`src/rtl/core/stsub_pkg.sv`:
```
`timescale 1ns / 1ps
package stsub_pkg;

    localparam int COORD_W = 24;
    localparam int ID_W    = 16;
    localparam int CFG_W   = 16;

    // microcode lengths and record count
    localparam int CORNER_LEN = 18;
    localparam int POINT_LEN  = 20;
    localparam int N_REC      = 10;

    localparam logic signed [31:0] HALF_PI_Q28  = 32'sd421657428;
    localparam logic signed [31:0] INV_GAIN_Q30 = 32'sd652032874;
    // ceil(2^33 / 3), exact floor(m / 3) for m below 2^32
    localparam logic [33:0]        DIV3_RECIP   = 34'h0AAAAAAAB;

    typedef struct packed {
        logic signed [COORD_W-1:0] a_x;
        logic signed [COORD_W-1:0] a_y;
        logic signed [COORD_W-1:0] a_z;
        logic signed [COORD_W-1:0] b_x;
        logic signed [COORD_W-1:0] b_y;
        logic signed [COORD_W-1:0] b_z;
        logic signed [COORD_W-1:0] c_x;
        logic signed [COORD_W-1:0] c_y;
        logic signed [COORD_W-1:0] c_z;
        logic        [ID_W-1:0]    a_id;
        logic        [ID_W-1:0]    b_id;
        logic        [ID_W-1:0]    c_id;
    } t_in_item;

    typedef struct packed {
        logic                      kind;
        logic signed [COORD_W-1:0] new_x;
        logic signed [COORD_W-1:0] new_y;
        logic signed [COORD_W-1:0] new_z;
        logic        [ID_W-1:0]    point_id;
        logic        [ID_W-1:0]    corner_first;
        logic        [ID_W-1:0]    corner_second;
        logic        [ID_W-1:0]    corner_third;
        logic                      last_of_run;
    } t_out_item;

    typedef enum logic [5:0] {
        OP_NONE, OP_LOAD, OP_WAIT,
        OP_MUL_XX, OP_WB_XX, OP_MUL_YY, OP_WB_YY, OP_MUL_ZZ, OP_WB_ZZ,
        OP_SQRT_R, OP_WB_R, OP_SQRT_RHO, OP_WB_RHO,
        OP_VEC_TH, OP_WB_TH, OP_VEC_PH, OP_WB_PH,
        OP_MUL_AR, OP_WB_AR, OP_MUL_AT, OP_WB_AT, OP_MUL_AP, OP_WB_AP,
        OP_ROT_T, OP_WB_T, OP_ROT_P, OP_WB_P,
        OP_MUL_RC, OP_WB_RC, OP_MUL_NX, OP_WB_NX,
        OP_MUL_NY, OP_WB_NY, OP_MUL_NZ, OP_WB_NZ
    } t_op;

    typedef enum logic [1:0] {
        S_IDLE, S_CORNER, S_POINT, S_EMIT
    } t_state;

    typedef struct packed {
        t_op        op;
        logic [1:0] idx;
        logic [3:0] rec;
    } t_dp_cmd;

    typedef struct packed {
        logic sqrt_busy;
        logic cordic_busy;
    } t_dp_stat;

    function automatic logic signed [31:0] atan_q28(input logic [4:0] i);
        logic signed [31:0] v;
        case (i)
            5'd0:    v = 32'sd210828714;
            5'd1:    v = 32'sd124459457;
            5'd2:    v = 32'sd65760959;
            5'd3:    v = 32'sd33381290;
            5'd4:    v = 32'sd16755422;
            5'd5:    v = 32'sd8385879;
            5'd6:    v = 32'sd4193963;
            5'd7:    v = 32'sd2097109;
            5'd8:    v = 32'sd1048571;
            5'd9:    v = 32'sd524287;
            5'd10:   v = 32'sd262144;
            5'd11:   v = 32'sd131072;
            5'd12:   v = 32'sd65536;
            5'd13:   v = 32'sd32768;
            5'd14:   v = 32'sd16384;
            5'd15:   v = 32'sd8192;
            5'd16:   v = 32'sd4096;
            5'd17:   v = 32'sd2048;
            5'd18:   v = 32'sd1024;
            5'd19:   v = 32'sd512;
            5'd20:   v = 32'sd256;
            5'd21:   v = 32'sd128;
            5'd22:   v = 32'sd64;
            5'd23:   v = 32'sd32;
            5'd24:   v = 32'sd16;
            5'd25:   v = 32'sd8;
            5'd26:   v = 32'sd4;
            5'd27:   v = 32'sd2;
            5'd28:   v = 32'sd1;
            default: v = 32'sd0;
        endcase
        return v;
    endfunction

    function automatic t_op corner_op(input logic [4:0] pc);
        t_op op;
        case (pc)
            5'd0:    op = OP_MUL_XX;
            5'd1:    op = OP_WB_XX;
            5'd2:    op = OP_MUL_YY;
            5'd3:    op = OP_WB_YY;
            5'd4:    op = OP_MUL_ZZ;
            5'd5:    op = OP_WB_ZZ;
            5'd6:    op = OP_SQRT_R;
            5'd7:    op = OP_WAIT;
            5'd8:    op = OP_WB_R;
            5'd9:    op = OP_SQRT_RHO;
            5'd10:   op = OP_WAIT;
            5'd11:   op = OP_WB_RHO;
            5'd12:   op = OP_VEC_TH;
            5'd13:   op = OP_WAIT;
            5'd14:   op = OP_WB_TH;
            5'd15:   op = OP_VEC_PH;
            5'd16:   op = OP_WAIT;
            5'd17:   op = OP_WB_PH;
            default: op = OP_NONE;
        endcase
        return op;
    endfunction

    function automatic t_op point_op(input logic [4:0] pc);
        t_op op;
        case (pc)
            5'd0:    op = OP_MUL_AR;
            5'd1:    op = OP_WB_AR;
            5'd2:    op = OP_MUL_AT;
            5'd3:    op = OP_WB_AT;
            5'd4:    op = OP_MUL_AP;
            5'd5:    op = OP_WB_AP;
            5'd6:    op = OP_ROT_T;
            5'd7:    op = OP_WAIT;
            5'd8:    op = OP_WB_T;
            5'd9:    op = OP_ROT_P;
            5'd10:   op = OP_WAIT;
            5'd11:   op = OP_WB_P;
            5'd12:   op = OP_MUL_RC;
            5'd13:   op = OP_WB_RC;
            5'd14:   op = OP_MUL_NX;
            5'd15:   op = OP_WB_NX;
            5'd16:   op = OP_MUL_NY;
            5'd17:   op = OP_WB_NY;
            5'd18:   op = OP_MUL_NZ;
            5'd19:   op = OP_WB_NZ;
            default: op = OP_NONE;
        endcase
        return op;
    endfunction

endpackage

```
`src/rtl/core/stsub_ctrl.sv`:
```
`timescale 1ns / 1ps
module stsub_ctrl (
    input  logic               i_clk,
    input  logic               i_rst_n,
    input  logic               i_in_valid,
    output logic               o_in_stall,
    output logic               o_out_valid,
    input  logic               i_out_stall,
    input  stsub_pkg::t_dp_stat i_stat,
    output stsub_pkg::t_dp_cmd  o_cmd
);
    import stsub_pkg::*;

    t_state     r_state, n_state;
    logic [4:0] r_pc, n_pc;
    logic [1:0] r_idx, n_idx;
    logic [3:0] r_rec, n_rec;
    logic       busy;
    t_op        op;

    assign busy = i_stat.sqrt_busy | i_stat.cordic_busy;

    always_ff @(posedge i_clk) begin
        if (!i_rst_n) begin
            r_state <= S_IDLE;
            r_pc    <= '0;
            r_idx   <= '0;
            r_rec   <= '0;
        end else begin
            r_state <= n_state;
            r_pc    <= n_pc;
            r_idx   <= n_idx;
            r_rec   <= n_rec;
        end
    end

    always_comb begin
        n_state = r_state;
        n_pc    = r_pc;
        n_idx   = r_idx;
        n_rec   = r_rec;
        op      = OP_NONE;
        case (r_state)
            S_IDLE: begin
                if (i_in_valid) begin
                    op      = OP_LOAD;
                    n_state = S_CORNER;
                    n_pc    = '0;
                    n_idx   = '0;
                end
            end
            S_CORNER: begin
                op = corner_op(r_pc);
                if (!(op == OP_WAIT && busy)) begin
                    if (r_pc == 5'(CORNER_LEN - 1)) begin
                        n_pc = '0;
                        if (r_idx == 2'd2) begin
                            n_idx   = '0;
                            n_state = S_POINT;
                        end else begin
                            n_idx = r_idx + 2'd1;
                        end
                    end else begin
                        n_pc = r_pc + 5'd1;
                    end
                end
            end
            S_POINT: begin
                op = point_op(r_pc);
                if (!(op == OP_WAIT && busy)) begin
                    if (r_pc == 5'(POINT_LEN - 1)) begin
                        n_pc = '0;
                        if (r_idx == 2'd3) begin
                            n_idx   = '0;
                            n_rec   = '0;
                            n_state = S_EMIT;
                        end else begin
                            n_idx = r_idx + 2'd1;
                        end
                    end else begin
                        n_pc = r_pc + 5'd1;
                    end
                end
            end
            S_EMIT: begin
                if (!i_out_stall) begin
                    if (r_rec == 4'(N_REC - 1)) begin
                        n_state = S_IDLE;
                    end else begin
                        n_rec = r_rec + 4'd1;
                    end
                end
            end
            default: begin
                n_state = S_IDLE;
            end
        endcase
    end

    assign o_cmd.op    = op;
    assign o_cmd.idx   = r_idx;
    assign o_cmd.rec   = r_rec;
    assign o_in_stall  = (r_state != S_IDLE);
    assign o_out_valid = (r_state == S_EMIT);

endmodule

```
`config.mk`:
```
export PLATFORM = sky130hd
export DESIGN_NAME = stsub_ctrl
export DESIGN_NICKNAME = d
export VERILOG_FILES = /design/src/rtl/core/stsub_pkg.sv /design/src/rtl/core/stsub_ctrl.sv
export SDC_FILE = /design/constraint.sdc
export NUM_CORES = 1
export LEC_CHECK = 0
export BUFFER_PORTS_ARGS = -buffer_cell sky130_fd_sc_hd__buf_2
export CAP_MARGIN = 30
export CORE_MARGIN = 4
export CORE_UTILIZATION = 50
export DETAILED_ROUTE_END_ITERATION = 6
export PLACE_DENSITY = 0.73
export RECOVER_POWER = 25
export SYNTH_ARGS = -nofsm -noshare
export SYNTH_HDL_FRONTEND = slang
export SYNTH_SLANG_ARGS = --single-unit
```
`constraint.sdc`:
```
create_clock -name i_clk -period 3 [get_ports i_clk]
set_input_delay 0.6 -clock i_clk [delete_from_list [all_inputs] [get_ports i_clk]]
set_output_delay 0.6 -clock i_clk [all_outputs]
set_load 0.005 [all_outputs]
```
==> results of run 1 <==
## power breakdown
group | leakage (nW) | internal [W] | switching (W)
combinational | 0.716 | 0.000323 | 0.000367
clock | 0.0279 | 0.000135 | 0.000105
sequential | 0.195 | 0.000352 | 0.0000254
## placed cells by master (no fill, tap or decap), types with 2 or more instances in the layout
master / synthesis / final
nor4_1: 2 / 2
and3_1: 2 / 2
nand2_1: 25 / 24
nand2b_1: 2 / 2
buf_4: 1 / 26
buf_2: 1 / 17
inv_2: 3 / 5
a32oi_1: 2 / 2
nand3_1: 3 / 3
clkbuf_4: 0 / 3
o32ai_1: 2 / 2
a211oi_1: 2 / 2
nor3b_1: 2 / 2
o211ai_1: 4 / 4
a22oi_1: 7 / 7
o21ai_0: 2 / 2
nor3_1: 7 / 7
ha_4: 0 / 2
a21oi_2: 0 / 2
nand4bb_1: 2 / 2
dfxtp_1: 24 / 21
o21ai_1: 3 / 3
a21oi_1: 11 / 9
dfxtp_4: 0 / 2
clkbuf_1: 4 / 2
a221oi_1: 2 / 2
a32oi_2: 2 / 2
or4_1: 3 / 2
nor2_1: 21 / 20
ha_1: 20 / 17
a311oi_1: 2 / 2
nand3b_1: 4 / 4
or3_1: 4 / 3
inv_1: 17 / 15
## area by class of cell
cell class	count	area, sq um	share of cell area (%)
clock buffers	3	22.52	1.022
clock inverters	1	30.03	1.363
inverters	21	78.83	3.578
multi-input cells	162	1226	55.65
flip-flops and latches	24	489.2	22.20
well taps	46	57.56	2.612
repair buffers	46	299.0	13.57
## through the flow
step | instances | power, W
global route | 303 | 0.001393
detailed placement | 293 | 0.0009989
finish | 303 | 0.001309
floorplan | 215 | 0.0007863
CTS | 297 | 0.001237
global placement | 293 | 0.0009924
## cell families after synthesis
family          Yosys count  synth area share [%]
fa+ha+maj                20                 14.15
buf+inv                  29                 7.289
flops                    24                 27.18
mux                       2                 1.203
simple gates             84                 24.84
xor+xnor                  2                0.9910
compound gates           54                 24.35
## critical path: stages, from the launching register on
cell	delay [ps]
dfxtp_1	340
or3_4	380
or4_4	520
and2_4	190
a21oi_2	230
nor2_4	80
inv_2	90
ha_4	200
or4_1	510
o211ai_1	150
## metal layers
layer | routed length, um | global-route usage (%)
met3 | 226 | 1.997
met1 | 2022 | 27.27
met4 | 32 | 4.557
met5 | 0 | 0
met2 | 1992 | 34.26
## timing repair
action	in CTS	in global routing
gates resized for setup	0	13
setup buffers	0	6
endpoints found under the setup margin	0	2
## path summary, 6_finish.rpt
kind                            cells past startpoint                    end  slack, ps             startpoint
worst max-delay path                                9               register        210               register
worst min-delay path                                2  r_idx[0]$_SDFFE_PN0P_        520  r_idx[0]$_SDFFE_PN0P_
worst max register to register                      9               register        210               register
worst min register to register                      2  r_idx[0]$_SDFFE_PN0P_        520  r_idx[0]$_SDFFE_PN0P_
==> flow_metrics.env, run 1 <==
export IMPL_drive_gt1_share_pct=29.57
export IMPL_grt_pass1_vias=1581
export IMPL_synth_edf_count=0
export IMPL_syn_area_sq_mm=0.001768
export IMPL_postRouteWirelength_um=4274
export IMPL_fin_area_sq_mm=0.002203
export IMPL_pre_cts_slack_ps=-71.82
export IMPL_dieArea_sq_mm=0.004552
export IMPL_path_max_fanout=4
export IMPL_cts_tree="yes"
export IMPL_utilization_pct=65.51
export IMPL_grt_pass1_wl_um=7134
export IMPL_period_share_pct=92.83
export IMPL_drtIter0Drc=109
export IMPL_critPathLaunchType="register"
export IMPL_syn_to_final_growth_pct=24.63
export IMPL_final_nets=284
export IMPL_setup_violations=0
export IMPL_clock_sinks=24
export IMPL_fp_dieW_um=67.47
export IMPL_num_vias=1733
export IMPL_synth_cell_types=58
export IMPL_grt_setup_unrepaired="false"
export IMPL_synth_flop_cell="dfxtp_1"
export IMPL_ios=20
export IMPL_clock_fmax_ghz=0.3591
export IMPL_tns_ps=0
export IMPL_tightest_slew_ps=636.8
export IMPL_dpl_hpwl_um=3313
export IMPL_cts_buffer_depth=2
export IMPL_drc=0
export IMPL_slew_violations=0
export IMPL_synth_top_area_share_pct=27.18
export IMPL_grt_usage_pct=20.15
export IMPL_crit_type="register to register"
export IMPL_yosysMostFrequentCell="nand2_1"
export IMPL_max_slew_margin_rel_pct=57.55
export IMPL_ys_seq_area_share_pct=27.18
export IMPL_viasPerCell=5.719
export IMPL_diodes=0
export IMPL_cts_root_buf="clkbuf_4"
export IMPL_hold_path_class="register to register"
export IMPL_synth_warnings=0
export IMPL_synth_top_area_cell="dfxtp_1"
export IMPL_worstSetupEndpointType="register"
export IMPL_period_needed_ps=2785
export IMPL_core_area_sq_mm=0.003363
export IMPL_portBuffers=19
export IMPL_syn_area_per_cell_sq_um=8.223
export IMPL_antenna_left=0
export IMPL_syn_inst=215
export IMPL_cp_data_arrival_time_ps=3020
export IMPL_htree_levels=1
export IMPL_initial_core_util_pct=52.57
export IMPL_setup_ws_ps=215.0
export IMPL_status="finished, final reports clean"
export IMPL_wl_per_cell_um=14.11
export IMPL_cts_buffers=3
export IMPL_cts_clk_slew_worst_paths_ps=140
export IMPL_grt_overflow_total=0
export IMPL_async_flop_share_pct=0
export IMPL_placed_cell_area_sq_mm=0.002073
export IMPL_cellPowerDensity_mw_per_mm2=594.1
export IMPL_maxCapViolCount=0
export IMPL_irDropWorstVdd_v=0.0002723
export IMPL_gp_congestion=0.8991
export IMPL_synth_nets=241
export IMPL_timing_hold_ws_ps=515.7
export IMPL_leakage_nw=0.9383
export IMPL_grt_max_degree=15
export IMPL_hold_violations=0
export IMPL_synthTopCellsByCount="nand2_1, dfxtp_1, nor2_1, ha_1, inv_1"
export IMPL_skew_ps=4.608
export IMPL_first_pass_iters=4
export IMPL_synth_area_top_cells="dfxtp_1, ha_1, nand2_1"
export IMPL_dieHeight_um=67.47
export IMPL_critPathRequiredTime_ps=3240
export IMPL_worstSkewPairLatency_ps=330
export IMPL_num_rows=21
export IMPL_ctsHoldBuffers=0
export IMPL_synth_seq_cells=24
export IMPL_fill_cells=300
export IMPL_antenna_found_initial=0
No activity file was read; power rests on OpenSTA's default activity.
==> run 2: changes to the inputs <==
--- a/config.mk
+++ b/config.mk
@@ -8,9 +8,8 @@
 export BUFFER_PORTS_ARGS = -buffer_cell sky130_fd_sc_hd__buf_2
 export CAP_MARGIN = 30
 export CORE_MARGIN = 4
-export CORE_UTILIZATION = 50
+export CORE_UTILIZATION = 30
 export DETAILED_ROUTE_END_ITERATION = 6
-export PLACE_DENSITY = 0.73
 export RECOVER_POWER = 25
 export SYNTH_ARGS = -nofsm -noshare
 export SYNTH_HDL_FRONTEND = slang
==> flow_metrics.env, run 2 (synthesized netlist as in run 1, its figures left out) <==
export IMPL_status="finished, final reports clean"
export IMPL_drtIter0Drc=96
export IMPL_num_vias=1707
export IMPL_fp_dieW_um=84.77
export IMPL_cts_buffers=3
export IMPL_syn_to_final_growth_pct=26.19
export IMPL_crit_chain="inv_2 > ha_4 > o211ai_1 > or4_4 > a21oi_1 > a21oi_2 > nor2_2 > inv_2 > ha_4 > or4_1 > a21boi_1 > o21a_1 > a2111oi_1 > o21ai_1"
export IMPL_skew_ps=7.510
export IMPL_grt_usage_pct=13.54
export IMPL_timing_hold_ws_ps=517.4
export IMPL_core_area_sq_mm=0.005608
export IMPL_num_rows=27
export IMPL_grt_pass1_vias=1683
export IMPL_antenna_found_initial=0
export IMPL_dpl_hpwl_um=3634
export IMPL_worstSetupEndpointType="register"
export IMPL_wl_per_cell_um=14.38
export IMPL_critPathRequiredTime_ps=3220
export IMPL_clock_fmax_ghz=0.3513
export IMPL_power_w=0.001349
export IMPL_gp_congestion=0.8462
export IMPL_critPathMaxStageDelay_ps=510
export IMPL_grt_overflow_total=0
export IMPL_tightest_slew_ps=633.8
export IMPL_tns_ps=0
export IMPL_dieArea_sq_mm=0.007185
export IMPL_antenna_left=0
export IMPL_period_share_pct=94.89
export IMPL_layout_common_cells="buf_4, nand2_1, dfxtp_1"
export IMPL_cellPowerDensity_mw_per_mm2=604.8
export IMPL_drc=0
export IMPL_pre_cts_slack_ps=-42.89
export IMPL_setup_ws_ps=153.2
export IMPL_final_nets=283
export IMPL_portBuffers=19
export IMPL_first_pass_iters=4
export IMPL_critPathBufInv=2
export IMPL_hold_violations=0
export IMPL_ios=20
export IMPL_cts_root_buf="clkbuf_8"
export IMPL_crit_type="register to register"
export IMPL_setup_violations=0
export IMPL_cts_tree="yes"
export IMPL_period_needed_ps=2847
export IMPL_crit_slowest_cell="or4_4"
export IMPL_drive_gt1_share_pct=27.73
export IMPL_mostFrequentLayoutCell="buf_4"
export IMPL_cp_data_arrival_time_ps=3060
export IMPL_hold_path_class="register to register"
export IMPL_cts_clk_slew_worst_paths_ps=100
export IMPL_leakage_nw=0.9303
export IMPL_cp_top_family="simple AND/OR/NAND/NOR gates"
export IMPL_clock_sinks=24
export IMPL_initial_core_util_pct=31.53
export IMPL_path_max_fanout=4
export IMPL_diodes=0
export IMPL_worstSkewPairLatency_ps=280
export IMPL_maxCapViolCount=0
export IMPL_max_slew_margin_rel_pct=57.75
export IMPL_critPathLaunchType="register"
export IMPL_grt_pass1_wl_um=7997
export IMPL_grt_max_degree=15
export IMPL_fill_cells=570
export IMPL_irDropWorstVdd_v=0.0002967
export IMPL_htree_levels=1
export IMPL_postRouteWirelength_um=4718
export IMPL_slew_violations=0
export IMPL_cts_buffer_depth=2
export IMPL_viasPerCell=5.204
export IMPL_dieHeight_um=84.77
run 2: cell types whose count changed in the layout (fill, tap and decap cells not counted), sizes merged:
cell  previous run  this run
buf             44        43
run 2: path summary, 6_finish.rpt:
| path | endpoint | cells past startpoint | from | slack, ps |
|---|---|---|---|---|
| max reg2reg | register | 14 | r_state[0]$_SDFFE_PN0P_ | 150 |
| min reg2reg | r_idx[1]$_SDFFE_PN0P_ | 2 | r_idx[1]$_SDFFE_PN0P_ | 520 |
| min | r_idx[1]$_SDFFE_PN0P_ | 2 | r_idx[1]$_SDFFE_PN0P_ | 520 |
| max | register | 14 | r_state[0]$_SDFFE_PN0P_ | 150 |
run 2: layout make-up:
| cell class | instances | area (sq um) | share of cell area [%] |
|---|---|---|---|
| sequential | 24 | 484.2 | 21.70 |
| multi-input combinational | 162 | 1216 | 54.52 |
| clock inverter | 1 | 30.03 | 1.346 |
| timing repair buffer | 45 | 290.3 | 13.01 |
| tap | 72 | 90.09 | 4.038 |
| clock buffer | 3 | 41.29 | 1.851 |
| inverter | 21 | 78.83 | 3.533 |
run 2: report_power, final:
group          switching [W]  internal (W)
clock               0.000119      0.000179
combinational       0.000366      0.000308
sequential         0.0000280      0.000349
total               0.000513      0.000836
run 2: repair_timing:
item	in CTS	in global routing
endpoints found under the setup margin	0	1
buffers inserted	0	2
hold buffers	0	0
gates resized for setup	0	8
run 2: metrics by stage:
| stage | cells | utilization [%] | area [sq um] |
|---|---|---|---|
| after floorplan | 215 | - | 1814 |
| after global placement | 322 | 37.95 | 2128 |
| after detailed placement | 322 | 37.95 | 2128 |
| after CTS | 326 | 39.22 | 2200 |
| after global routing | 328 | 39.78 | 2231 |
| final | 328 | 39.78 | 2231 |
run 2: worst register-to-register path, cell delays in order, from the launching register on:
cell       delay (ps)
dfxtp_1           330
inv_2             110
ha_4              150
o211ai_1          110
or4_4             510
a21oi_1           200
a21oi_2            80
nor2_2            170
inv_2              80
ha_4              160
or4_1             460
a21boi_1          140
o21a_1            140
a2111oi_1          40
o21ai_1           120
run 2: per-layer routing:
metal  share of wire, %  wire (um)  GRT usage (%)
met1                 47       2223          17.81
met2                 47       2240          22.78
met3                4.6        218          2.552
met4               0.74         35          3.309
met5                  0          0              0
==> run 3: changes to the inputs <==
--- a/config.mk
+++ b/config.mk
@@ -8,9 +8,10 @@
 export BUFFER_PORTS_ARGS = -buffer_cell sky130_fd_sc_hd__buf_2
 export CAP_MARGIN = 30
 export CORE_MARGIN = 4
-export CORE_UTILIZATION = 30
+export CORE_UTILIZATION = 35
 export DETAILED_ROUTE_END_ITERATION = 6
 export RECOVER_POWER = 25
+export REMOVE_ABC_BUFFERS = 1
 export SYNTH_ARGS = -nofsm -noshare
 export SYNTH_HDL_FRONTEND = slang
 export SYNTH_SLANG_ARGS = --single-unit
==> flow_metrics.env, run 3 (synthesized netlist as in run 1, its figures left out) <==
export IMPL_fill_cells=492
export IMPL_leakage_nw=0.9567
export IMPL_irDropWorstVdd_v=0.0003278
export IMPL_final_nets=285
export IMPL_status="finished, final reports clean"
export IMPL_grt_max_degree=15
export IMPL_grt_pass1_wl_um=7707
export IMPL_num_vias=1720
export IMPL_antenna_left=0
export IMPL_ctsHoldBuffers=0
export IMPL_cts_root_buf="clkbuf_8"
export IMPL_worstSkewPairLatency_ps=270
export IMPL_tightest_slew_ps=655.7
export IMPL_syn_to_final_growth_pct=23.85
export IMPL_period_needed_ps=2839
export IMPL_grt_pass1_vias=1580
export IMPL_grt_overflow_total=0
export IMPL_maxCapViolCount=0
export IMPL_num_rows=25
export IMPL_cts_tree="yes"
export IMPL_hold_path_class="register to register"
export IMPL_setup_ws_ps=161.5
export IMPL_pre_cts_slack_ps=-70.36
export IMPL_timing_hold_ws_ps=518.6
export IMPL_period_share_pct=94.62
export IMPL_cts_clk_slew_worst_paths_ps=90
export IMPL_worstSetupEndpointType="register"
export IMPL_path_max_fanout=4
export IMPL_core_area_sq_mm=0.004817
export IMPL_grt_usage_pct=15.52
export IMPL_drive_gt1_share_pct=27.13
export IMPL_postRouteWirelength_um=4607
export IMPL_diodes=0
export IMPL_cellPowerDensity_mw_per_mm2=572.7
export IMPL_dieHeight_um=79.07
export IMPL_viasPerCell=5.292
export IMPL_dpl_hpwl_um=3488
export IMPL_drc=0
export IMPL_first_pass_iters=4
export IMPL_portBuffers=19
export IMPL_cts_buffers=3
export IMPL_crit_type="register to register"
export IMPL_critPathLaunchType="register"
export IMPL_utilization_pct=45.45
export IMPL_skew_ps=2.565
export IMPL_clock_sinks=24
export IMPL_wl_per_cell_um=14.18
export IMPL_power_w=0.001254
export IMPL_dieArea_sq_mm=0.006252
export IMPL_instances_no_fill=325
export IMPL_initial_core_util_pct=36.70
export IMPL_max_slew_margin_rel_pct=56.29
export IMPL_cp_data_arrival_time_ps=3050
export IMPL_drtIter0Drc=139
export IMPL_hold_violations=0
export IMPL_htree_levels=1
export IMPL_clock_fmax_ghz=0.3523
export IMPL_mostFrequentLayoutCell="buf_4"
export IMPL_antenna_found_initial=0
export IMPL_layout_common_cells="buf_4, nand2_1, dfxtp_1"
export IMPL_setup_violations=0
export IMPL_slew_violations=0
export IMPL_cts_buffer_depth=2
export IMPL_ios=20
export IMPL_dpl_cell_count=321
export IMPL_critPathRequiredTime_ps=3210
export IMPL_gp_congestion=0.7887
export IMPL_fp_dieW_um=79.07
[run 3: cell count changes in the layout (fill, tap and decap cells not counted), sizes merged]
cell    previous run  this run
buf               43        47
bufinv             1         0
clkbuf             5         4
[run 3: critical path, cell delays in order (launching register included)]
cell and delay (ps):
dfxtp_1 320, or3_1 400, or4_4 520, and2_4 170
mux2i_1 120, nand2_1 130, ha_2 200, or4_1 470
a21boi_1 140, o21a_1 140, a2111oi_2 40, o21ai_1 140
[run 3: timing repair]
item,4_1_cts,5_1_grt
endpoints found under the setup margin,0,4
gates resized for setup,0,12
buffers inserted,0,0
[run 3: final timing paths]
check,start,to,slack (ps),cells past startpoint
min,r_idx[1]$_SDFFE_PN0P_,r_idx[1]$_SDFFE_PN0P_,520,2
max,register,register,160,11
max reg2reg,register,register,160,11
min reg2reg,r_idx[1]$_SDFFE_PN0P_,r_idx[1]$_SDFFE_PN0P_,520,2
[run 3: where the power goes]
group          switching (W)  total [W]  internal (W)
clock network       0.000108   0.000226      0.000117
registers          0.0000218   0.000369      0.000347
logic               0.000363   0.000659      0.000296
total               0.000493    0.00125      0.000761
[run 3: layout make-up]
class / count / area (sq um) / area share, %
multi-input cells: 162 / 1181 / 53.94
flip-flops and latches: 24 / 481.7 / 22.00
repair buffers: 47 / 309.0 / 14.11
well taps: 67 / 83.83 / 3.829
inverters: 21 / 78.83 / 3.600
clock buffers: 4 / 55.05 / 2.514
[run 3: through the flow]
step / TNS (ps) / area [sq um]
global placement: -48.82 / 2107
global route: -7.035 / 2190
detailed placement: -70.36 / 2107
CTS: 0 / 2162
floorplan: -745.7 / 1718
finish: 0 / 2190
[run 3: routing by layer]
metal	global-route usage, %	up-vias	routed length, um
li1	-	872	-
met1	21.18	803	2343
met2	24.58	39	2029
met3	2.834	6	178
met4	5.155	0	55
met5	0	-	0
